`src/rtl/bup_pkg.sv`:
```
// ----------------------------------------------------------------------------
// bup_pkg
// Shared types, constants and the character decode for the UUID text parser.
// ----------------------------------------------------------------------------
package bup_pkg;

  localparam logic [5:0] TEXT_LEN_FULL = 6'd36;
  localparam logic [7:0] CHAR_HYPHEN   = 8'h2d;

  localparam logic [5:0] HYPHEN_POS_A = 6'd8;
  localparam logic [5:0] HYPHEN_POS_B = 6'd13;
  localparam logic [5:0] HYPHEN_POS_C = 6'd18;
  localparam logic [5:0] HYPHEN_POS_D = 6'd23;

  localparam logic [63:0] BASE_HIGH = 64'h0000_0000_0000_1000;
  localparam logic [63:0] BASE_LOW  = 64'h8000_0080_5f9b_34fb;

  localparam logic [1:0] SIZE_16  = 2'd0;
  localparam logic [1:0] SIZE_32  = 2'd1;
  localparam logic [1:0] SIZE_128 = 2'd2;
  localparam logic [1:0] SIZE_BAD = 2'd3;

  localparam int QUEUE_DEPTH = 2;

  typedef struct packed {
    logic [3:0] nibble;
    logic       shift;
    logic       err;
    logic       last;
    logic [1:0] len_code;
  } cls_t;

  typedef struct packed {
    logic       hex;
    logic [3:0] value;
  } nib_t;

  function automatic nib_t nibble_of(input logic [7:0] c);
    nib_t r;
    r.hex   = 1'b0;
    r.value = 4'd0;
    if (c >= 8'h30 && c <= 8'h39) begin
      r.hex   = 1'b1;
      r.value = 4'(c - 8'h30);
    end else if (c >= 8'h61 && c <= 8'h66) begin
      r.hex   = 1'b1;
      r.value = 4'(c - 8'h57);
    end else if (c >= 8'h41 && c <= 8'h46) begin
      r.hex   = 1'b1;
      r.value = 4'(c - 8'h37);
    end
    return r;
  endfunction

endpackage

```
`src/rtl/bup_front.sv`:
```
// ----------------------------------------------------------------------------
// bup_front
// Tracks the character position and classifies each character of the text.
// ----------------------------------------------------------------------------
module bup_front (
  input  logic          clk,
  input  logic          rst_n,
  input  logic          take,
  input  logic [7:0]    char_code,
  input  logic          last_char,
  output bup_pkg::cls_t cls
);

  logic [5:0]     pos_r;
  logic [5:0]     pos_nxt;
  logic [5:0]     pos_inc;
  logic           at_end;
  logic           hyphen_slot;
  bup_pkg::nib_t  nib;

  always_comb begin
    nib         = bup_pkg::nibble_of(char_code);
    at_end      = pos_r >= bup_pkg::TEXT_LEN_FULL;
    pos_inc     = pos_r + 6'd1;
    hyphen_slot = pos_r == bup_pkg::HYPHEN_POS_A || pos_r == bup_pkg::HYPHEN_POS_B ||
                  pos_r == bup_pkg::HYPHEN_POS_C || pos_r == bup_pkg::HYPHEN_POS_D;

    cls.nibble = nib.value;
    cls.last   = last_char;
    cls.shift  = !at_end && !hyphen_slot && nib.hex;
    cls.err    = at_end || (hyphen_slot ? (char_code != bup_pkg::CHAR_HYPHEN) : !nib.hex);

    priority if (at_end) begin
      cls.len_code = bup_pkg::SIZE_BAD;
    end else if (pos_inc == 6'd4) begin
      cls.len_code = bup_pkg::SIZE_16;
    end else if (pos_inc == 6'd8) begin
      cls.len_code = bup_pkg::SIZE_32;
    end else if (pos_inc == bup_pkg::TEXT_LEN_FULL) begin
      cls.len_code = bup_pkg::SIZE_128;
    end else begin
      cls.len_code = bup_pkg::SIZE_BAD;
    end

    pos_nxt = pos_r;
    if (take) begin
      pos_nxt = last_char ? 6'd0 : (at_end ? pos_r : pos_inc);
    end
  end

  always_ff @(posedge clk) begin
    if (!rst_n) begin
      pos_r <= 6'd0;
    end else begin
      pos_r <= pos_nxt;
    end
  end

endmodule

```
`src/rtl/bup_queue.sv`:
```
// ----------------------------------------------------------------------------
// bup_queue
// Two-entry queue of classified characters between front and back.
// ----------------------------------------------------------------------------
module bup_queue (
  input  logic          clk,
  input  logic          rst_n,
  input  logic          push,
  input  bup_pkg::cls_t push_data,
  output logic          full,
  input  logic          pop,
  output logic          avail,
  output bup_pkg::cls_t head
);

  bup_pkg::cls_t mem_r [bup_pkg::QUEUE_DEPTH];
  logic          wr_ptr_r;
  logic          rd_ptr_r;
  logic [1:0]    count_r;
  logic [1:0]    count_nxt;
  logic          do_push;
  logic          do_pop;

  always_comb begin
    full    = count_r == 2'(bup_pkg::QUEUE_DEPTH);
    avail   = count_r != 2'd0;
    head    = mem_r[rd_ptr_r];
    do_push = push && !full;
    do_pop  = pop && avail;
    count_nxt = count_r;
    unique case ({do_push, do_pop})
      2'b10:   count_nxt = count_r + 2'd1;
      2'b01:   count_nxt = count_r - 2'd1;
      default: count_nxt = count_r;
    endcase
  end

  always_ff @(posedge clk) begin
    if (do_push) begin
      mem_r[wr_ptr_r] <= push_data;
    end
  end

  always_ff @(posedge clk) begin
    if (!rst_n) begin
      wr_ptr_r <= 1'b0;
      rd_ptr_r <= 1'b0;
      count_r  <= 2'd0;
    end else begin
      count_r <= count_nxt;
      if (do_push) begin
        wr_ptr_r <= !wr_ptr_r;
      end
      if (do_pop) begin
        rd_ptr_r <= !rd_ptr_r;
      end
    end
  end

endmodule

```
`src/rtl/bup_back.sv`:
```
// ----------------------------------------------------------------------------
// bup_back
// Shifts hex digits into the accumulator and builds the expanded UUID result.
// ----------------------------------------------------------------------------
module bup_back (
  input  logic          clk,
  input  logic          rst_n,
  input  logic          avail,
  input  bup_pkg::cls_t head,
  output logic          pop,
  input  logic          res_pop,
  output logic          res_valid,
  output logic          res_ok,
  output logic [1:0]    res_size,
  output logic [63:0]   res_high,
  output logic [63:0]   res_low
);

  logic [127:0] acc_r;
  logic [127:0] acc_nxt;
  logic         bad_r;
  logic         bad_nxt;
  logic         out_v_r;
  logic         ok_r;
  logic [1:0]   size_r;
  logic [63:0]  high_r;
  logic [63:0]  low_r;
  logic         ok_nxt;
  logic [1:0]   size_nxt;
  logic [63:0]  high_nxt;
  logic [63:0]  low_nxt;
  logic         out_busy;

  always_comb begin
    out_busy = out_v_r && !res_pop;
    pop      = avail && !(head.last && out_busy);
    acc_nxt  = head.shift ? {acc_r[123:0], head.nibble} : acc_r;
    bad_nxt  = bad_r || head.err;
    ok_nxt   = !bad_nxt && head.len_code != bup_pkg::SIZE_BAD;
    size_nxt = 2'd0;
    high_nxt = 64'd0;
    low_nxt  = 64'd0;
    if (ok_nxt) begin
      unique case (head.len_code)
        bup_pkg::SIZE_16: begin
          size_nxt = bup_pkg::SIZE_16;
          high_nxt = {16'd0, acc_nxt[15:0], 32'd0} | bup_pkg::BASE_HIGH;
          low_nxt  = bup_pkg::BASE_LOW;
        end
        bup_pkg::SIZE_32: begin
          size_nxt = bup_pkg::SIZE_32;
          high_nxt = {acc_nxt[31:0], 32'd0} | bup_pkg::BASE_HIGH;
          low_nxt  = bup_pkg::BASE_LOW;
        end
        default: begin
          size_nxt = bup_pkg::SIZE_128;
          high_nxt = acc_nxt[127:64];
          low_nxt  = acc_nxt[63:0];
        end
      endcase
    end
  end

  always_ff @(posedge clk) begin
    if (pop && head.last) begin
      ok_r   <= ok_nxt;
      size_r <= size_nxt;
      high_r <= high_nxt;
      low_r  <= low_nxt;
    end
  end

  always_ff @(posedge clk) begin
    if (!rst_n) begin
      acc_r   <= 128'd0;
      bad_r   <= 1'b0;
      out_v_r <= 1'b0;
    end else begin
      if (pop) begin
        if (head.last) begin
          acc_r <= 128'd0;
          bad_r <= 1'b0;
        end else begin
          acc_r <= acc_nxt;
          bad_r <= bad_nxt;
        end
      end
      if (pop && head.last) begin
        out_v_r <= 1'b1;
      end else if (res_pop) begin
        out_v_r <= 1'b0;
      end
    end
  end

  assign res_valid = out_v_r;
  assign res_ok    = ok_r;
  assign res_size  = size_r;
  assign res_high  = high_r;
  assign res_low   = low_r;

endmodule

```
`src/rtl/ble_uuid_text_parser.sv`:
```
// ----------------------------------------------------------------------------
// ble_uuid_text_parser
// Throughput: one character per cycle, set by the front classifier and the
// back-end accumulator shift, while the queue has room. A last character
// waits in the queue while an unread result is held in the result register.
// Reset: synchronous; clears position, accumulator, error flag and the queue.
// Streaming parser of UUID text into the expanded 128-bit Bluetooth UUID.
// ----------------------------------------------------------------------------
module ble_uuid_text_parser (
  input  logic        clk,
  input  logic        rst_n,
  input  logic        in_push,
  output logic        in_full,
  input  logic [7:0]  in_char_code,
  input  logic        in_last_char,
  output logic        out_empty,
  input  logic        out_pop,
  output logic        out_uuid_ok,
  output logic [1:0]  out_size_code,
  output logic [63:0] out_uuid_high,
  output logic [63:0] out_uuid_low
);

  bup_pkg::cls_t cls;
  bup_pkg::cls_t head;
  logic          q_full;
  logic          q_avail;
  logic          q_pop;
  logic          res_valid;
  logic          take;

  assign take    = in_push && !q_full;
  assign in_full = q_full;

  bup_front u_front (
    .clk       (clk),
    .rst_n     (rst_n),
    .take      (take),
    .char_code (in_char_code),
    .last_char (in_last_char),
    .cls       (cls)
  );

  bup_queue u_queue (
    .clk       (clk),
    .rst_n     (rst_n),
    .push      (take),
    .push_data (cls),
    .full      (q_full),
    .pop       (q_pop),
    .avail     (q_avail),
    .head      (head)
  );

  bup_back u_back (
    .clk       (clk),
    .rst_n     (rst_n),
    .avail     (q_avail),
    .head      (head),
    .pop       (q_pop),
    .res_pop   (out_pop),
    .res_valid (res_valid),
    .res_ok    (out_uuid_ok),
    .res_size  (out_size_code),
    .res_high  (out_uuid_high),
    .res_low   (out_uuid_low)
  );

  assign out_empty = !res_valid;

endmodule
```
`config.mk`:
```
export PLATFORM = sky130hd
export DESIGN_NAME = ble_uuid_text_parser
export DESIGN_NICKNAME = d
export VERILOG_FILES = /design/src/rtl/bup_pkg.sv /design/src/rtl/bup_front.sv /design/src/rtl/bup_queue.sv /design/src/rtl/bup_back.sv /design/src/rtl/ble_uuid_text_parser.sv
export SDC_FILE = /design/constraint.sdc
export NUM_CORES = 1
export LEC_CHECK = 0
export ABC_CLOCK_PERIOD_IN_PS = 11600
export BUFFER_PORTS_ARGS = -buffer_cell sky130_fd_sc_hd__buf_4
export CAP_MARGIN = 20
export CORE_ASPECT_RATIO = 0.9
export CORE_UTILIZATION = 38
export CTS_BUF_LIST = sky130_fd_sc_hd__clkbuf_8
export DETAILED_ROUTE_END_ITERATION = 10
export SLEW_MARGIN = 10
export SYNTH_ARGS = -nofsm -noshare
export SYNTH_HDL_FRONTEND = slang
export SYNTH_SLANG_ARGS = --single-unit
```
`constraint.sdc`:
```
create_clock -name clk -period 11.6 [get_ports clk]
set_clock_uncertainty 0.2 [all_clocks]
set_input_delay 2.32 -clock clk [delete_from_list [all_inputs] [get_ports clk]]
set_output_delay 2.32 -clock clk [all_outputs]
set_load 0.05 [all_outputs]
```
# Word level (Yosys, flattened, before mapping)
# Memories as Yosys holds them, arrays and structs flattened. A register that Yosys moved wholly into a read port is not among the register bits.
# Cells that the tools add are included.
# Widths: inputs -> output; s select.
[op_classes]
addsub = 6
n_lt_le_gt_ge = 7
eq_ne = 14
n_mux = 23
bitwise_logic = 1
reduce_logical = 35
[op_table]
columns = ["operator", "count"]
rows = [
  ["$mux 128", 2],
  ["$pmux 64 s2", 1],
  ["$mux 64", 1],
  ["$eq 6x4->1 const B", 3],
  ["$ge 8x7->1 const B", 2],
  ["$le 8x7->1 const B", 2],
  ["$mux 5", 3],
  ["$logic_and 1x1->1", 13],
  ["$eq 6x5->1 const B", 2],
  ["$mux 6", 2],
  ["$logic_not 1->1", 10],
  ["$mux 1", 9],
  ["$ge 8x6->1 const B", 1],
  ["$le 8x6->1 const B", 1],
  ["$ne 8x6->1 const B", 1],
  ["$pmux 2 s2", 2],
  ["$sub 4x3->4 const B", 2],
  ["$add 6x1->6 const B", 1],
  ["$eq 6x3->1 const B", 1],
  ["$eq 6x6->1 const B", 1],
  ["$ge 6x6->1 const B", 1],
  ["$mux 2", 3],
  ["$reduce_bool 2->1", 3],
  ["$logic_or 1x1->1", 5],
  ["11 further kinds", 14],
]
[totals]
register_bits = 271
ramBits = 18
inputBits = 13
output_inout_bits = 133
word_cells = 99
mem_count = 1
[memory_table]
columns = ["memory", "depth", "width", "read_ports", "rd_clocked_by_memory_dff", "write_ports", "line", "source"]
rows = [
  ["u_queue.mem_r", 2, 9, 1, 1, 1, "bup_queue.sv:16", "bup_pkg::cls_t mem_r [bup_pkg::QUEUE_DEPTH];"],
]

# Depth between registers and ports, before layout
# Gate-level depths: netlist of run 1.
[depth]
depth_word = 8
ltp_mapped = 10
mapped_depth_nobuf = 7

# Modules after synthesis
# Synthesis of run 1 repeated with hierarchy kept, for this count alone.
[hier_totals]
hier_cells = 870
area_unflattened_um2 = 11840.1
[modules_own_cells]
columns = ["mod", "n_inst", "cells_each", "area_each_um2", "seq_area_each_um2"]
rows = [
  ["bup_back", 1, 730, 10269.8, 6536.3],
  ["bup_queue", 1, 55, 877.1, 640.6],
  ["bup_front", 1, 83, 675.6, 120.1],
  ["ble_uuid_text_parser", 1, 2, 17.5, 0.0],
]

# Least setup slack after synthesis of run 1
# No wires, ideal clock.
[synth_path]
kind = "input to register"
start = "in out_pop"
end = "reg u_back.high_r[0] (netlist: u_back.res_high[0]) (enable)"
setup_ps = 622
t_arrival_ps = 8274
required_ps = 10778
path_slack_ps = 2503
path_stages = 5
n_path_buf = 2
cell_sequence = "nand2b_1 o22ai_1 buf_2 buf_2 nor2_1"
[synth_between]
elab_chain_cells = 6
[synth_rtl]
columns = ["element", "line", "source"]
rows = [
  ["start, declared", "ble_uuid_text_parser.sv:17", "input logic out_pop,"],
  ["$logic_not 1->1", "bup_back.sv:35", "out_busy = out_v_r && !res_pop;"],
  ["$logic_and 1x1->1", "bup_back.sv:35", ""],
  ["$logic_and 1x1->1", "bup_back.sv:36", "pop = avail && !(head.last && out_busy);"],
  ["$logic_not 1->1", "bup_back.sv:36", ""],
  ["$logic_and 1x1->1", "bup_back.sv:36", ""],
  ["$logic_and 1x1->1", "bup_back.sv:65", "if (pop && head.last) begin"],
  ["end signal, assigned", "bup_back.sv:68", "high_r <= high_nxt;"],
  ["end, declared", "bup_back.sv:26", "logic [63:0] high_r;"],
]
# No other way between the ends.
# A chain may end at the register's enable or synchronous reset.

# Worst setup path after layout of run 1
[layout_path]
start = "in out_pop"
end = "reg u_back.low_r[55] (netlist: u_back.res_low[55]) (enable)"
[layout_between]
elab_chain_cells = 6
[layout_rtl]
columns = ["element", "line", "source"]
rows = [
  ["$logic_not 1->1", "bup_back.sv:35", ""],
  ["$logic_and 1x1->1", "bup_back.sv:35", ""],
  ["$logic_and 1x1->1", "bup_back.sv:36", ""],
  ["$logic_not 1->1", "bup_back.sv:36", ""],
  ["$logic_and 1x1->1", "bup_back.sv:36", ""],
  ["$logic_and 1x1->1", "bup_back.sv:65", ""],
  ["end signal, assigned", "bup_back.sv:69", "low_r <= low_nxt;"],
  ["end, declared", "bup_back.sv:27", "logic [63:0] low_r;"],
]
# No other way between the ends.

==> out/metrics.json, run 1 <==
{
  "die-width": {"value": 188.5, "unit": "um"},
  "grt_antenna_before_repair": {"value": 0},
  "global_route_wire_length_before_repair": {"value": 44.40, "unit": "mm"},
  "reg2reg_to": {"value": "u_back.res_low[55]"},
  "cts_tree": {"value": "done"},
  "worst_path_max_delay_cell": {"value": "sky130_fd_sc_hd__buf_4"},
  "area.sequential": {"value": 7297, "unit": "um^2"},
  "use_met2": {"value": 25.18, "unit": "%"},
  "holdPathStages": {"value": 1},
  "via_count_of_the_routed_design": {"value": 8447},
  "maximum_vdd_ir_drop": {"value": 0.0001813, "unit": "V"},
  "most_numerous_cell_on_the_critical_path": {"value": "sky130_fd_sc_hd__buf_4"},
  "grt.busiest_layer": {"value": "met1"},
  "cts_max_level": {"value": 2},
  "number_of_enable_flip_flop_cells_after_synthesis": {"value": 149},
  "clock_tree.root_cell": {"value": "sky130_fd_sc_hd__clkbuf_8"},
  "cp_top_family": {"value": "buffers and inverters"},
  "synthesis.area": {"value": 11900, "unit": "um^2"},
  "synth_cell_types": {"value": 52},
  "hold_path_class": {"value": "flip-flop to flip-flop"},
  "iteration_0_drc_count_of_the_detailed_router": {"value": 801},
  "hold_viol_final": {"value": 0},
  "area_growth_syn_to_layout": {"value": 18.54, "unit": "%"},
  "fmax": {"value": 0.2073, "unit": "GHz"},
  "drc": {"value": 0},
  "synth-async-reset-ratio": {"value": 0, "unit": "%"},
  "gr-usage-met3": {"value": 3.032, "unit": "%"},
  "max_fo_critical_path": {"value": 68},
  "min_from": {"value": "u_back.acc_r[124]"},
  "path_clk_slew": {"value": 0.06, "unit": "ns"},
  "tightest_slew": {"value": 1.075, "unit": "ns"},
  "gr-usage-met1": {"value": 26.25, "unit": "%"},
  "finalCritPeriodShare": {"value": 41.59, "unit": "%"},
  "ctsLongestPathBuffers": {"value": 3},
  "worst_hold_path.endpoint": {"value": "u_back.acc_r[124]"},
  "route.detailed.wl_per_inst": {"value": 17.59, "unit": "um"},
  "synth_ff_type": {"value": "sky130_fd_sc_hd__edfxtp_1"},
  "row_count": {"value": 61},
  "grt_start_max_net_pins": {"value": 99},
  "finalWorstPathRequiredPeriod": {"value": 4.825, "unit": "ns"},
  "worst-r2r-setup-slack": {"value": 7.39, "unit": "ns"},
  "hpwl": {"value": 16.62, "unit": "mm"},
  "run_status": {"value": "complete, no violations"},
  "power_density": {"value": 217.6, "unit": "nW/um^2"},
  "multi_input_comb_area": {"value": 4182, "unit": "um^2"},
  "overflow": {"value": 0},
  "first_global_vias": {"value": 7966},
  "setup_total_neg_slack": {"value": 0, "unit": "ns"},
  "later_pin_clock_latency_in_the_skew_report": {"value": 0.57, "unit": "ns"},
  "yosys_warnings": {"value": 0},
  "cts.repair.resized": {"value": 0},
  "groute.usage.overall": {"value": 17.32, "unit": "%"},
  "worst_endpoint_data_arrival_time": {"value": 4.82, "unit": "ns"},
  "fin_worst_hold_slack": {"value": 0.2849, "unit": "ns"},
  "cts.hold.buffers_added": {"value": 0},
  "syn-instance-count": {"value": 1015},
  "report.final.setup_viol": {"value": 0},
  "route.detailed.vias_per_inst": {"value": 5.323},
  "clock_sink_count": {"value": 290},
  "dr.pass1.iters": {"value": 5},
  "kind_of_critical_path": {"value": "input pin to flip-flop"},
  "finalMaxSlewViolations": {"value": 0},
  "gp_congestion": {"value": 0.7591},
  "drv.max_cap_violation_count": {"value": 0},
  "cp-end-kind": {"value": "flip-flop"},
  "static-leakage-power": {"value": 5.096, "unit": "nW"},
  "r2r.worst_path.cells": {"value": 6},
  "post_route_cells_drive_above_1_share": {"value": 19.95, "unit": "%"},
  "worst_setup_path_start_kind": {"value": "input pin"},
  "insertedDiodeCount": {"value": 0},
  "timing.critical_path.required": {"value": 11.59, "unit": "ns"},
  "syn-mean-instance-area": {"value": 11.72, "unit": "um^2"},
  "timing.critical_path.cells": {"value": "buf_4 > nand2b_1 > o22ai_2 > buf_4 > nor2_4 > buf_4 > buf_4"},
  "die_area": {"value": 32030, "unit": "um^2"},
  "detail_route.wirelength": {"value": 27.92, "unit": "mm"},
  "grt_setup_unrepaired": {"value": "false"},
  "design.portCount": {"value": 146},
  "yosys_register_bits": {"value": 290},
  "floorplan.die.height": {"value": 169.9, "unit": "um"},
  "starting_utilization_of_the_core_area": {"value": 38.59, "unit": "%"},
  "count_of_buffers_inserted_at_the_top_level_ports": {"value": 145},
  "synth.net_count": {"value": 1037},
  "design.core.area": {"value": 30830, "unit": "um^2"},
  "worstPathBufferInverterCount": {"value": 4},
  "ant_nets": {"value": 0},
  "fillerInstances": {"value": 2941},
  "cts_setup_buffers": {"value": 0},
  "final_nets": {"value": 1161},
  "seq_area_frac_synth": {"value": 61.32, "unit": "%"},
  "cts_made_buffers": {"value": 47},
  "timing.critical_path.slowest_cell_delay": {"value": 0.78, "unit": "ns"},
  "slew_headroom": {"value": 28.32, "unit": "%"}
}
==> cell usage in the layout (no fill, tap or decap), types with 2 or more instances in the layout <==
| master | synthesis | final |
|---|---|---|
| sky130_fd_sc_hd__nand2_1 | 156 | 156 |
| sky130_fd_sc_hd__buf_4 | 7 | 153 |
| sky130_fd_sc_hd__edfxtp_1 | 149 | 149 |
| sky130_fd_sc_hd__dfxtp_1 | 141 | 141 |
| sky130_fd_sc_hd__a22o_1 | 97 | 97 |
| sky130_fd_sc_hd__a21oi_1 | 86 | 86 |
| sky130_fd_sc_hd__mux2i_1 | 63 | 63 |
| sky130_fd_sc_hd__clkbuf_8 | 0 | 47 |
| sky130_fd_sc_hd__inv_1 | 13 | 35 |
| sky130_fd_sc_hd__and2_1 | 33 | 32 |
| sky130_fd_sc_hd__o22ai_1 | 28 | 27 |
| sky130_fd_sc_hd__o2bb2ai_1 | 25 | 25 |
| sky130_fd_sc_hd__nor2_1 | 24 | 23 |
| sky130_fd_sc_hd__o21ai_0 | 14 | 14 |
| sky130_fd_sc_hd__clkinv_1 | 1 | 12 |
| sky130_fd_sc_hd__a211oi_1 | 11 | 11 |
| sky130_fd_sc_hd__and3_1 | 10 | 10 |
| sky130_fd_sc_hd__a21boi_0 | 10 | 10 |
| sky130_fd_sc_hd__mux2_2 | 9 | 9 |
| sky130_fd_sc_hd__ha_1 | 9 | 9 |
| sky130_fd_sc_hd__xnor2_1 | 5 | 5 |
| sky130_fd_sc_hd__nor3_1 | 5 | 5 |
| sky130_fd_sc_hd__nor2b_1 | 4 | 4 |
| sky130_fd_sc_hd__nor3b_1 | 4 | 4 |
| sky130_fd_sc_hd__clkinv_2 | 0 | 4 |
| sky130_fd_sc_hd__o21bai_1 | 3 | 3 |
| sky130_fd_sc_hd__a31oi_1 | 3 | 3 |
| sky130_fd_sc_hd__mux2i_4 | 2 | 2 |
| sky130_fd_sc_hd__nand2b_1 | 2 | 2 |
| sky130_fd_sc_hd__o21a_1 | 3 | 2 |
| sky130_fd_sc_hd__o21ai_2 | 0 | 2 |
| sky130_fd_sc_hd__or3_1 | 2 | 2 |
| sky130_fd_sc_hd__o221a_2 | 2 | 2 |
| sky130_fd_sc_hd__inv_8 | 0 | 2 |
==> Yosys cell counts, types with 5 or more instances <==
library cell	instances	share of area, %
sky130_fd_sc_hd__ha_1	9	0.95
sky130_fd_sc_hd__xnor2_1	5	0.37
sky130_fd_sc_hd__a21oi_1	86	3.6
sky130_fd_sc_hd__edfxtp_1	149	38
sky130_fd_sc_hd__clkbuf_1	33	1.0
sky130_fd_sc_hd__buf_6	6	0.57
sky130_fd_sc_hd__nor2_1	24	0.76
sky130_fd_sc_hd__mux2i_1	63	5.3
sky130_fd_sc_hd__a22o_1	97	7.1
sky130_fd_sc_hd__buf_2	29	1.2
sky130_fd_sc_hd__nor3_1	5	0.21
sky130_fd_sc_hd__and3_1	10	0.53
sky130_fd_sc_hd__o2bb2ai_1	25	1.8
sky130_fd_sc_hd__buf_4	7	0.44
sky130_fd_sc_hd__nand2_1	156	4.9
sky130_fd_sc_hd__a21boi_0	10	0.63
sky130_fd_sc_hd__mux2_2	9	0.85
sky130_fd_sc_hd__inv_1	13	0.41
sky130_fd_sc_hd__a211oi_1	11	0.69
sky130_fd_sc_hd__o22ai_1	28	1.5
sky130_fd_sc_hd__buf_1	6	0.19
sky130_fd_sc_hd__dfxtp_1	141	24
sky130_fd_sc_hd__and2_1	33	1.7
sky130_fd_sc_hd__o21ai_0	14	0.59
==> logic make-up (layout without fill, tap and decap cells) <==
group	count (synthesis)	count (layout)	synth area share, %
AO/OA/AOI/OAI	288	288	17.09
multiplexers	75	75	6.656
adder cells (fa/ha/maj)	9	9	0.9464
buffers and inverters	95	258	3.901
flip-flops	290	290	61.32
XOR/XNOR	5	5	0.3680
AND/OR/NAND/NOR	253	253	9.716
==> stage by stage <==
step | std cells | area [um^2] | utilization, % | total power [W] | setup WS [ns]
floorplan | 1015 | 11900 | - | 0.002046 | 2.503
global route | 1587 | 14100 | 45.74 | 0.003203 | 6.567
CTS | 1584 | 14040 | 45.54 | 0.003090 | 6.760
global placement | 1496 | 13190 | 42.78 | 0.002280 | 6.210
detailed placement | 1496 | 13190 | 42.78 | 0.002280 | 6.193
finish | 1587 | 14100 | 45.74 | 0.003069 | 6.775
==> worst max path at each step <==
stage / from / depth (start not counted) / to
2_1_floorplan: out_pop / 5 / u_back.res_high[0]
3_3_place_gp: out_pop / 7 / u_back.res_low[50]
3_5_place_dp: out_pop / 7 / u_back.res_low[45]
4_1_cts: out_pop / 7 / u_back.res_high[62]
5_1_grt: out_pop / 7 / u_back.res_high[62]
6_report: out_pop / 7 / u_back.res_low[55]
==> registers in the layout (all words and copies together), names as in the netlist, named ones only <==
| signal | cells |
|---|---|
| u_back.res_size | 2 |
| u_back.res_ok | 1 |
| u_front.pos_r | 6 |
| u_queue.count_r | 2 |
| u_back.bad_r | 1 |
| u_back.acc_r | 128 |
| u_back.res_valid | 1 |
| u_queue.mem_r | 18 |
| u_back.res_high | 64 |
| u_queue.rd_ptr_r | 1 |
| u_back.res_low | 64 |
| u_queue.wr_ptr_r | 1 |
==> where the power goes <==
group	internal [W]	switching (W)	total [W]
Combinational	0.000235	0.000717	0.000951
Clock	0.000404	0.000401	0.000805
Sequential	0.00125	0.0000635	0.00131
Total	0.00189	0.00118	0.00307
==> cell type report <==
cell class	count	area share, %
Clock inverter	41	1.446
Inverter	14	0.3726
Timing Repair Buffer	156	8.587
Sequential cell	290	51.73
Clock buffer	47	4.586
Multi-Input combinational cell	630	29.65
Tap cell	409	3.628
==> routing by layer <==
metal	share of wire (%)	vias up	routed length [um]
li1	-	3996	-
met1	49	4163	13740
met5	0	-	0
met2	44	244	12240
met4	1.7	0	483
met3	5.2	44	1465
Note: power is estimated with default switching activity, not from simulation.
==> run 2: changes to the inputs <==
--- a/config.mk
+++ b/config.mk
@@ -5,7 +5,7 @@
 export SDC_FILE = /design/constraint.sdc
 export NUM_CORES = 1
 export LEC_CHECK = 0
-export ABC_CLOCK_PERIOD_IN_PS = 11600
+export ABC_CLOCK_PERIOD_IN_PS = 4200
 export BUFFER_PORTS_ARGS = -buffer_cell sky130_fd_sc_hd__buf_4
 export CAP_MARGIN = 20
 export CORE_ASPECT_RATIO = 0.9
==> constraint.sdc (replaced) <==
create_clock -name clk -period 4.2 [get_ports clk]
set_clock_uncertainty 0.2 [all_clocks]
set_input_delay 0.84 -clock clk [delete_from_list [all_inputs] [get_ports clk]]
set_output_delay 0.84 -clock clk [all_outputs]
set_load 0.05 [all_outputs]
==> out/metrics.json, run 2 (synthesis results as in run 1) <==
{
  "tightest_slew": {"value": 0.9943, "unit": "ns", "change": "-0.08094 ns"},
  "route.detailed.vias_per_inst": {"value": 5.298, "change": "-0.46%"},
  "grt_setup_unrepaired": {"value": "false"},
  "overflow": {"value": 0, "change": "unchanged"},
  "area_growth_syn_to_layout": {"value": 18.98, "unit": "%"},
  "clock_sink_count": {"value": 290, "change": "unchanged"},
  "detail_route.wirelength": {"value": 28.68, "unit": "mm", "change": "+2.7%"},
  "max_fo_critical_path": {"value": 72, "change": "+5.9%"},
  "largest_reg_flops": {"value": 128, "change": "unchanged"},
  "finalMaxSlewViolations": {"value": 0, "change": "unchanged"},
  "row_count": {"value": 61, "change": "unchanged"},
  "static-leakage-power": {"value": 5.152, "unit": "nW", "change": "+1.1%"},
  "worst-r2r-setup-slack": {"value": 1.27, "unit": "ns", "change": "-6.12 ns"},
  "r2r.worst_path.cells": {"value": 6, "change": "unchanged"},
  "ctsLongestPathBuffers": {"value": 3, "change": "unchanged"},
  "drc": {"value": 0, "change": "unchanged"},
  "gp_congestion": {"value": 0.7786, "change": "+2.6%"},
  "route.detailed.wl_per_inst": {"value": 18.05, "unit": "um", "change": "+2.6%"},
  "grt.busiest_layer": {"value": "met1"},
  "cts.repair.resized": {"value": 0, "change": "unchanged"},
  "floorplan.die.height": {"value": 169.9, "unit": "um", "change": "unchanged"},
  "final_common_cell": {"value": "sky130_fd_sc_hd__nand2_1"},
  "worst_setup_path_endpoint": {"value": "u_back.res_low[1]"},
  "gr-usage-met1": {"value": 26.29, "unit": "%", "change": "+0.039 points"},
  "worst_setup_path_start_kind": {"value": "flip-flop"},
  "kind_of_critical_path": {"value": "flip-flop to flip-flop"},
  "hold_path_class": {"value": "flip-flop to flip-flop"},
  "largest_register": {"value": "u_back.acc_r"},
  "later_pin_clock_latency_in_the_skew_report": {"value": 0.56, "unit": "ns", "change": "about the same"},
  "hold_viol_final": {"value": 0, "change": "unchanged"},
  "cts.hold.buffers_added": {"value": 0, "change": "unchanged"},
  "final_instance_count_without_filler_cells": {"value": 1589, "change": "+0.13%"},
  "worst_endpoint_data_arrival_time": {"value": 2.88, "unit": "ns", "change": "-1.94 ns"},
  "hpwl": {"value": 17.02, "unit": "mm", "change": "+2.4%"},
  "grt_start_max_net_pins": {"value": 97, "change": "-2.0%"},
  "dp.cells": {"value": 1500, "change": "+0.27%"},
  "slew_headroom": {"value": 33.71, "unit": "%", "change": "+5.4 points"},
  "finalCritPeriodShare": {"value": 69.66, "unit": "%"},
  "fillerInstances": {"value": 2851, "change": "-3.1%"},
  "insertedDiodeCount": {"value": 0, "change": "unchanged"},
  "power_density": {"value": 603.1, "unit": "nW/um^2", "change": "+180%"},
  "via_count_of_the_routed_design": {"value": 8419, "change": "-0.33%"},
  "clock_tree.root_cell": {"value": "sky130_fd_sc_hd__clkbuf_8"},
  "maximum_vdd_ir_drop": {"value": 0.0003617, "unit": "V", "change": "+100%"},
  "final_nets": {"value": 1164, "change": "+0.26%"},
  "post_route_cells_drive_above_1_share": {"value": 20.17, "unit": "%", "change": "+0.22 points"},
  "cts_max_level": {"value": 2, "change": "unchanged"},
  "global_route_wire_length_before_repair": {"value": 45.02, "unit": "mm", "change": "+1.4%"},
  "iteration_0_drc_count_of_the_detailed_router": {"value": 654, "change": "-18%"},
  "cts_setup_buffers": {"value": 0, "change": "unchanged"},
  "design.portCount": {"value": 146, "change": "unchanged"},
  "grt_antenna_before_repair": {"value": 0, "change": "unchanged"},
  "area.sequential": {"value": 7297, "unit": "um^2", "change": "unchanged"},
  "cp-end-kind": {"value": "flip-flop"},
  "reg2reg_to": {"value": "u_back.res_low[1]"},
  "run_status": {"value": "complete, no violations"},
  "groute.usage.overall": {"value": 17.66, "unit": "%", "change": "+0.34 points"},
  "die_area": {"value": 32030, "unit": "um^2", "change": "unchanged"},
  "drv.max_cap_violation_count": {"value": 0, "change": "unchanged"},
  "finalWorstPathRequiredPeriod": {"value": 2.926, "unit": "ns"},
  "final_core_util": {"value": 45.91, "unit": "%", "change": "+0.17 points"},
  "count_of_buffers_inserted_at_the_top_level_ports": {"value": 145, "change": "unchanged"},
  "dr.pass1.iters": {"value": 5, "change": "unchanged"},
  "path_clk_slew": {"value": 0.06, "unit": "ns", "change": "about the same"},
  "fmax": {"value": 0.3418, "unit": "GHz"},
  "design.core.area": {"value": 30830, "unit": "um^2", "change": "unchanged"},
  "final_cell_mix": {"value": "sky130_fd_sc_hd__nand2_1, sky130_fd_sc_hd__buf_4, sky130_fd_sc_hd__edfxtp_1"},
  "report.final.setup_viol": {"value": 0, "change": "unchanged"},
  "gr-usage-met3": {"value": 3.155, "unit": "%", "change": "+0.12 points"},
  "cts_tree": {"value": "done"},
  "multi_input_comb_area": {"value": 4182, "unit": "um^2", "change": "unchanged"},
  "starting_utilization_of_the_core_area": {"value": 38.59, "unit": "%", "change": "unchanged"},
  "use_met2": {"value": 25.98, "unit": "%", "change": "+0.80 points"},
  "timing.critical_path.required": {"value": 4.16, "unit": "ns", "change": "-7.43 ns"},
  "cts_made_buffers": {"value": 47, "change": "unchanged"},
  "first_global_vias": {"value": 8068, "change": "+1.3%"},
  "ant_nets": {"value": 0, "change": "unchanged"},
  "setup_total_neg_slack": {"value": 0, "unit": "ns", "change": "unchanged"},
  "die-width": {"value": 188.5, "unit": "um", "change": "unchanged"}
}
[run 2: cell count changes in the layout (fill, tap and decap cells not counted)]
| cell | delta |
|---|---|
| sky130_fd_sc_hd__clkinv_1 | -8 |
| sky130_fd_sc_hd__clkbuf_8 | +7 |
| sky130_fd_sc_hd__inv_1 | +7 |
| sky130_fd_sc_hd__clkinv_2 | -3 |
| sky130_fd_sc_hd__buf_4 | +2 |
| sky130_fd_sc_hd__inv_8 | -2 |
| sky130_fd_sc_hd__buf_12 | +1 |
| sky130_fd_sc_hd__bufinv_16 | -1 |
| sky130_fd_sc_hd__clkinvlp_4 | -1 |
[run 2: cell type report]
cell class,instances,share of cell area [%]
Inverter,14,0.3712
Sequential cell,290,51.54
Clock buffer,54,5.250
Timing Repair Buffer,159,8.803
Tap cell,409,3.615
Clock inverter,33,0.8838
Multi-Input combinational cell,630,29.54
[run 2: how the worst min path moves through the flow]
stage	from	to	slack, ns	depth (start not counted)
6_report	u_back.acc_r[125]	u_back.acc_r[125]	0.28	1
5_1_grt	u_back.acc_r[126]	u_back.acc_r[126]	0.30	1
4_1_cts	u_back.acc_r[125]	u_back.acc_r[125]	0.29	1
3_5_place_dp	u_back.acc_r[124]	u_back.acc_r[124]	0.27	1
3_3_place_gp	u_back.acc_r[126]	u_back.acc_r[126]	0.26	1
2_1_floorplan	u_back.acc_r[127]	u_back.acc_r[127]	0.25	1
[run 2: power by group]
group | switching (W) | internal (W) | total [W]
Combinational | 0.00202 | 0.000652 | 0.00268
Sequential | 0.000169 | 0.00345 | 0.00362
Clock | 0.00107 | 0.00117 | 0.00224
Total | 0.00327 | 0.00527 | 0.00854
[run 2: through the flow]
step                hold slack [ns]  power, W  setup slack [ns]  cell area, um^2
finish                       0.2813  0.008538             1.274            14160
global route                 0.3043  0.008914             1.110            14160
CTS                          0.2858  0.008615             1.282            14110
detailed placement           0.2668  0.006353             1.225            13250
global placement             0.2631  0.006358             1.230            13250
floorplan                    0.2484  0.005590            0.2923            11910
[run 2: metal layers]
| metal | vias to the layer above | part of all wire, % |
|---|---|---|
| met5 | - | 0 |
| met2 | 219 | 44 |
| met3 | 41 | 5.2 |
| met1 | 4154 | 49 |
| met4 | 0 | 1.6 |
| li1 | 4005 | - |
[run 2: critical path: stages (launching register included)]
cell	delay [ns]
sky130_fd_sc_hd__dfxtp_1	0.30
sky130_fd_sc_hd__buf_4	0.24
sky130_fd_sc_hd__mux2i_4	0.39
sky130_fd_sc_hd__o22ai_2	0.15
sky130_fd_sc_hd__buf_4	0.30
sky130_fd_sc_hd__nor2_4	0.13
sky130_fd_sc_hd__buf_4	0.72
==> run 3: changes to the inputs <==
--- a/config.mk
+++ b/config.mk
@@ -5,7 +5,7 @@
 export SDC_FILE = /design/constraint.sdc
 export NUM_CORES = 1
 export LEC_CHECK = 0
-export ABC_CLOCK_PERIOD_IN_PS = 4200
+export ABC_CLOCK_PERIOD_IN_PS = 2700
 export BUFFER_PORTS_ARGS = -buffer_cell sky130_fd_sc_hd__buf_4
 export CAP_MARGIN = 20
 export CORE_ASPECT_RATIO = 0.9
==> constraint.sdc (replaced) <==
create_clock -name clk -period 2.7 [get_ports clk]
set_clock_uncertainty 0.2 [all_clocks]
set_input_delay 0.54 -clock clk [delete_from_list [all_inputs] [get_ports clk]]
set_output_delay 0.54 -clock clk [all_outputs]
set_load 0.05 [all_outputs]
==> out/metrics.json, run 3 (synthesis results as in run 1) <==
{
  "grt_antenna_before_repair": {"value": 0, "change": "unchanged"},
  "max_fo_critical_path": {"value": 31, "change": "-57%"},
  "fmax": {"value": 0.4148, "unit": "GHz", "change": "+21%"},
  "insertedDiodeCount": {"value": 0, "change": "unchanged"},
  "tightest_slew": {"value": 0.6046, "unit": "ns", "change": "-0.3897 ns"},
  "min_from": {"value": "in_last_char"},
  "instance_area_after_placement": {"value": 13510, "unit": "um^2", "change": "+2.0%"},
  "path_clk_slew": {"value": 0.06, "unit": "ns", "change": "about the same"},
  "die-width": {"value": 188.5, "unit": "um", "change": "unchanged"},
  "r2r.worst_path.cells": {"value": 5, "change": "-1"},
  "hold_viol_final": {"value": 0, "change": "unchanged"},
  "clock_tree.root_cell": {"value": "sky130_fd_sc_hd__clkbuf_8"},
  "finalWorstPathRequiredPeriod": {"value": 2.411, "unit": "ns", "change": "-0.5148 ns"},
  "finalMaxSlewViolations": {"value": 0, "change": "unchanged"},
  "fillerInstances": {"value": 2864, "change": "+0.46%"},
  "design.core.area": {"value": 30830, "unit": "um^2", "change": "unchanged"},
  "slew_headroom": {"value": 59.35, "unit": "%", "change": "+26 points"},
  "cts_max_level": {"value": 2, "change": "unchanged"},
  "detail_route.wirelength": {"value": 28.50, "unit": "mm", "change": "-0.63%"},
  "drv.max_cap_violation_count": {"value": 0, "change": "unchanged"},
  "static-leakage-power": {"value": 5.256, "unit": "nW", "change": "+2.0%"},
  "cts.repair.resized": {"value": 0, "change": "unchanged"},
  "fin_worst_hold_slack": {"value": 0.05218, "unit": "ns", "change": "-0.2292 ns"},
  "largest_reg_flops": {"value": 128, "change": "unchanged"},
  "cts_made_buffers": {"value": 47, "change": "unchanged"},
  "cts_setup_buffers": {"value": 0, "change": "unchanged"},
  "final_nets": {"value": 1183, "change": "+1.6%"},
  "largest_register": {"value": "u_back.acc_r"},
  "groute.usage.overall": {"value": 17.78, "unit": "%", "change": "+0.13 points"},
  "holdPathStages": {"value": 1, "change": "unchanged"},
  "count_of_buffers_inserted_at_the_top_level_ports": {"value": 145, "change": "unchanged"},
  "hpwl": {"value": 17.68, "unit": "mm", "change": "+3.9%"},
  "route.detailed.wl_per_inst": {"value": 17.71, "unit": "um", "change": "-1.9%"},
  "route.detailed.vias_per_inst": {"value": 5.236, "change": "-1.2%"},
  "post_route_cells_drive_above_1_share": {"value": 21.75, "unit": "%", "change": "+1.6 points"},
  "cp-end-kind": {"value": "flip-flop"},
  "gp_congestion": {"value": 0.7455, "change": "-4.3%"},
  "area_growth_syn_to_layout": {"value": 21.01, "unit": "%"},
  "dp.cells": {"value": 1521, "change": "+1.4%"},
  "worst-r2r-setup-slack": {"value": 0.29, "unit": "ns", "change": "-0.99 ns"},
  "cts_tree": {"value": "done"},
  "final_core_util": {"value": 46.70, "unit": "%", "change": "+0.78 points"},
  "worst_setup_path_start_kind": {"value": "flip-flop"},
  "finalCritPeriodShare": {"value": 89.29, "unit": "%", "change": "+20 points"},
  "die_area": {"value": 32030, "unit": "um^2", "change": "unchanged"},
  "floorplan.die.height": {"value": 169.9, "unit": "um", "change": "unchanged"},
  "worst_endpoint_data_arrival_time": {"value": 2.50, "unit": "ns", "change": "-0.38 ns"},
  "timing.critical_path.required": {"value": 2.79, "unit": "ns", "change": "-1.37 ns"},
  "via_count_of_the_routed_design": {"value": 8424, "change": "+0.059%"},
  "ctsLongestPathBuffers": {"value": 3, "change": "unchanged"},
  "maximum_vdd_ir_drop": {"value": 0.0005721, "unit": "V", "change": "+58%"},
  "hold_path_class": {"value": "input pin to flip-flop"},
  "grt_start_max_net_pins": {"value": 97, "change": "unchanged"},
  "report.final.setup_viol": {"value": 0, "change": "unchanged"},
  "kind_of_critical_path": {"value": "flip-flop to flip-flop"},
  "later_pin_clock_latency_in_the_skew_report": {"value": 0.56, "unit": "ns", "change": "about the same"},
  "final_instance_count_without_filler_cells": {"value": 1609, "change": "+1.3%"},
  "worst_hold_path.endpoint": {"value": "u_queue.mem_r[1][2]"},
  "ant_nets": {"value": 0, "change": "unchanged"},
  "final_common_cell": {"value": "sky130_fd_sc_hd__buf_4"},
  "drc": {"value": 0, "change": "unchanged"},
  "overflow": {"value": 0, "change": "unchanged"},
  "power_density": {"value": 937.4, "unit": "nW/um^2", "change": "+55%"},
  "final_cell_mix": {"value": "sky130_fd_sc_hd__buf_4, sky130_fd_sc_hd__nand2_1, sky130_fd_sc_hd__edfxtp_1"},
  "row_count": {"value": 61, "change": "unchanged"},
  "dr.pass1.iters": {"value": 6, "change": "+1"},
  "design.portCount": {"value": 146, "change": "unchanged"},
  "iteration_0_drc_count_of_the_detailed_router": {"value": 830, "change": "+27%"},
  "cts.hold.buffers_added": {"value": 0, "change": "unchanged"},
  "grt_setup_unrepaired": {"value": "false"},
  "first_global_vias": {"value": 8050, "change": "-0.22%"},
  "reg2reg_to": {"value": "u_back.res_low[7]"},
  "global_route_wire_length_before_repair": {"value": 45.33, "unit": "mm", "change": "+0.69%"},
  "clock_sink_count": {"value": 290, "change": "unchanged"},
  "run_status": {"value": "complete, no violations"},
  "fin_area": {"value": 14400, "unit": "um^2", "change": "+1.7%"},
  "starting_utilization_of_the_core_area": {"value": 38.59, "unit": "%", "change": "unchanged"}
}
-- run 3: cell count changes in the layout (fill, tap and decap cells not counted), moves of 3 or more --
cell	change
sky130_fd_sc_hd__buf_4	+12
sky130_fd_sc_hd__buf_12	+9
sky130_fd_sc_hd__clkinvlp_4	+3
sky130_fd_sc_hd__inv_1	-4
-- run 3: worst max-delay path by stage --
| stage | startpoint | to | slack [ns] | depth (start not counted) |
|---|---|---|---|---|
| finish | flip-flop | u_back.res_low[7] | 0.29 | 5 |
| floorplan | flip-flop | u_back.res_high[0] | -0.96 | 6 |
| global placement | flip-flop | u_back.res_high[53] | 0.29 | 5 |
| CTS | flip-flop | u_back.res_high[53] | 0.31 | 5 |
| global route | flip-flop | u_back.acc_r[7] | 0.16 | 6 |
| detailed placement | in_char_code[3] | u_queue.mem_r[1][3] | 0.21 | 5 |
-- run 3: layer usage --
metal	vias to the layer above	share of wire (%)	GRT usage, %
li1	4047	-	-
met1	4072	49	26.54
met2	259	44	26.37
met3	46	6.0	3.155
met4	0	1.6	4.698
met5	-	0	0
-- run 3: final cells by class --
cell class,instances,area [um^2],share of cell area [%]
sequential,290,7298,50.69
multi-input combinational,630,4178,29.01
timing repair buffer,178,1474,10.24
clock buffer,54,743.2,5.162
tap,409,511.7,3.554
clock inverter,34,141.4,0.9819
inverter,14,52.55,0.3650
-- run 3: report_power, final --
part | switching, W | internal [W] | total, W
Combinational | 0.00315 | 0.00117 | 0.00432
Clock | 0.00171 | 0.00182 | 0.00353
Sequential | 0.000283 | 0.00536 | 0.00564
-- run 3: worst max-delay path: stages, from the launching register on --
cell,delay [ns]
sky130_fd_sc_hd__dfxtp_2,0.58
sky130_fd_sc_hd__mux2i_4,0.32
sky130_fd_sc_hd__buf_12,0.26
sky130_fd_sc_hd__buf_4,0.27
sky130_fd_sc_hd__mux2i_1,0.35
sky130_fd_sc_hd__a21oi_1,0.14
-- run 3: through the flow --
stage / total power [W] / setup TNS (ns) / worst slack, ns
final: 0.01350 / 0 / 0.2890
after global routing: 0.01409 / 0 / 0.1570
after CTS: 0.01366 / 0 / 0.3091
after detailed placement: 0.01010 / 0 / 0.2075
after global placement: 0.01008 / 0 / 0.2855
after floorplan: 0.008736 / -125.80 / -0.9603
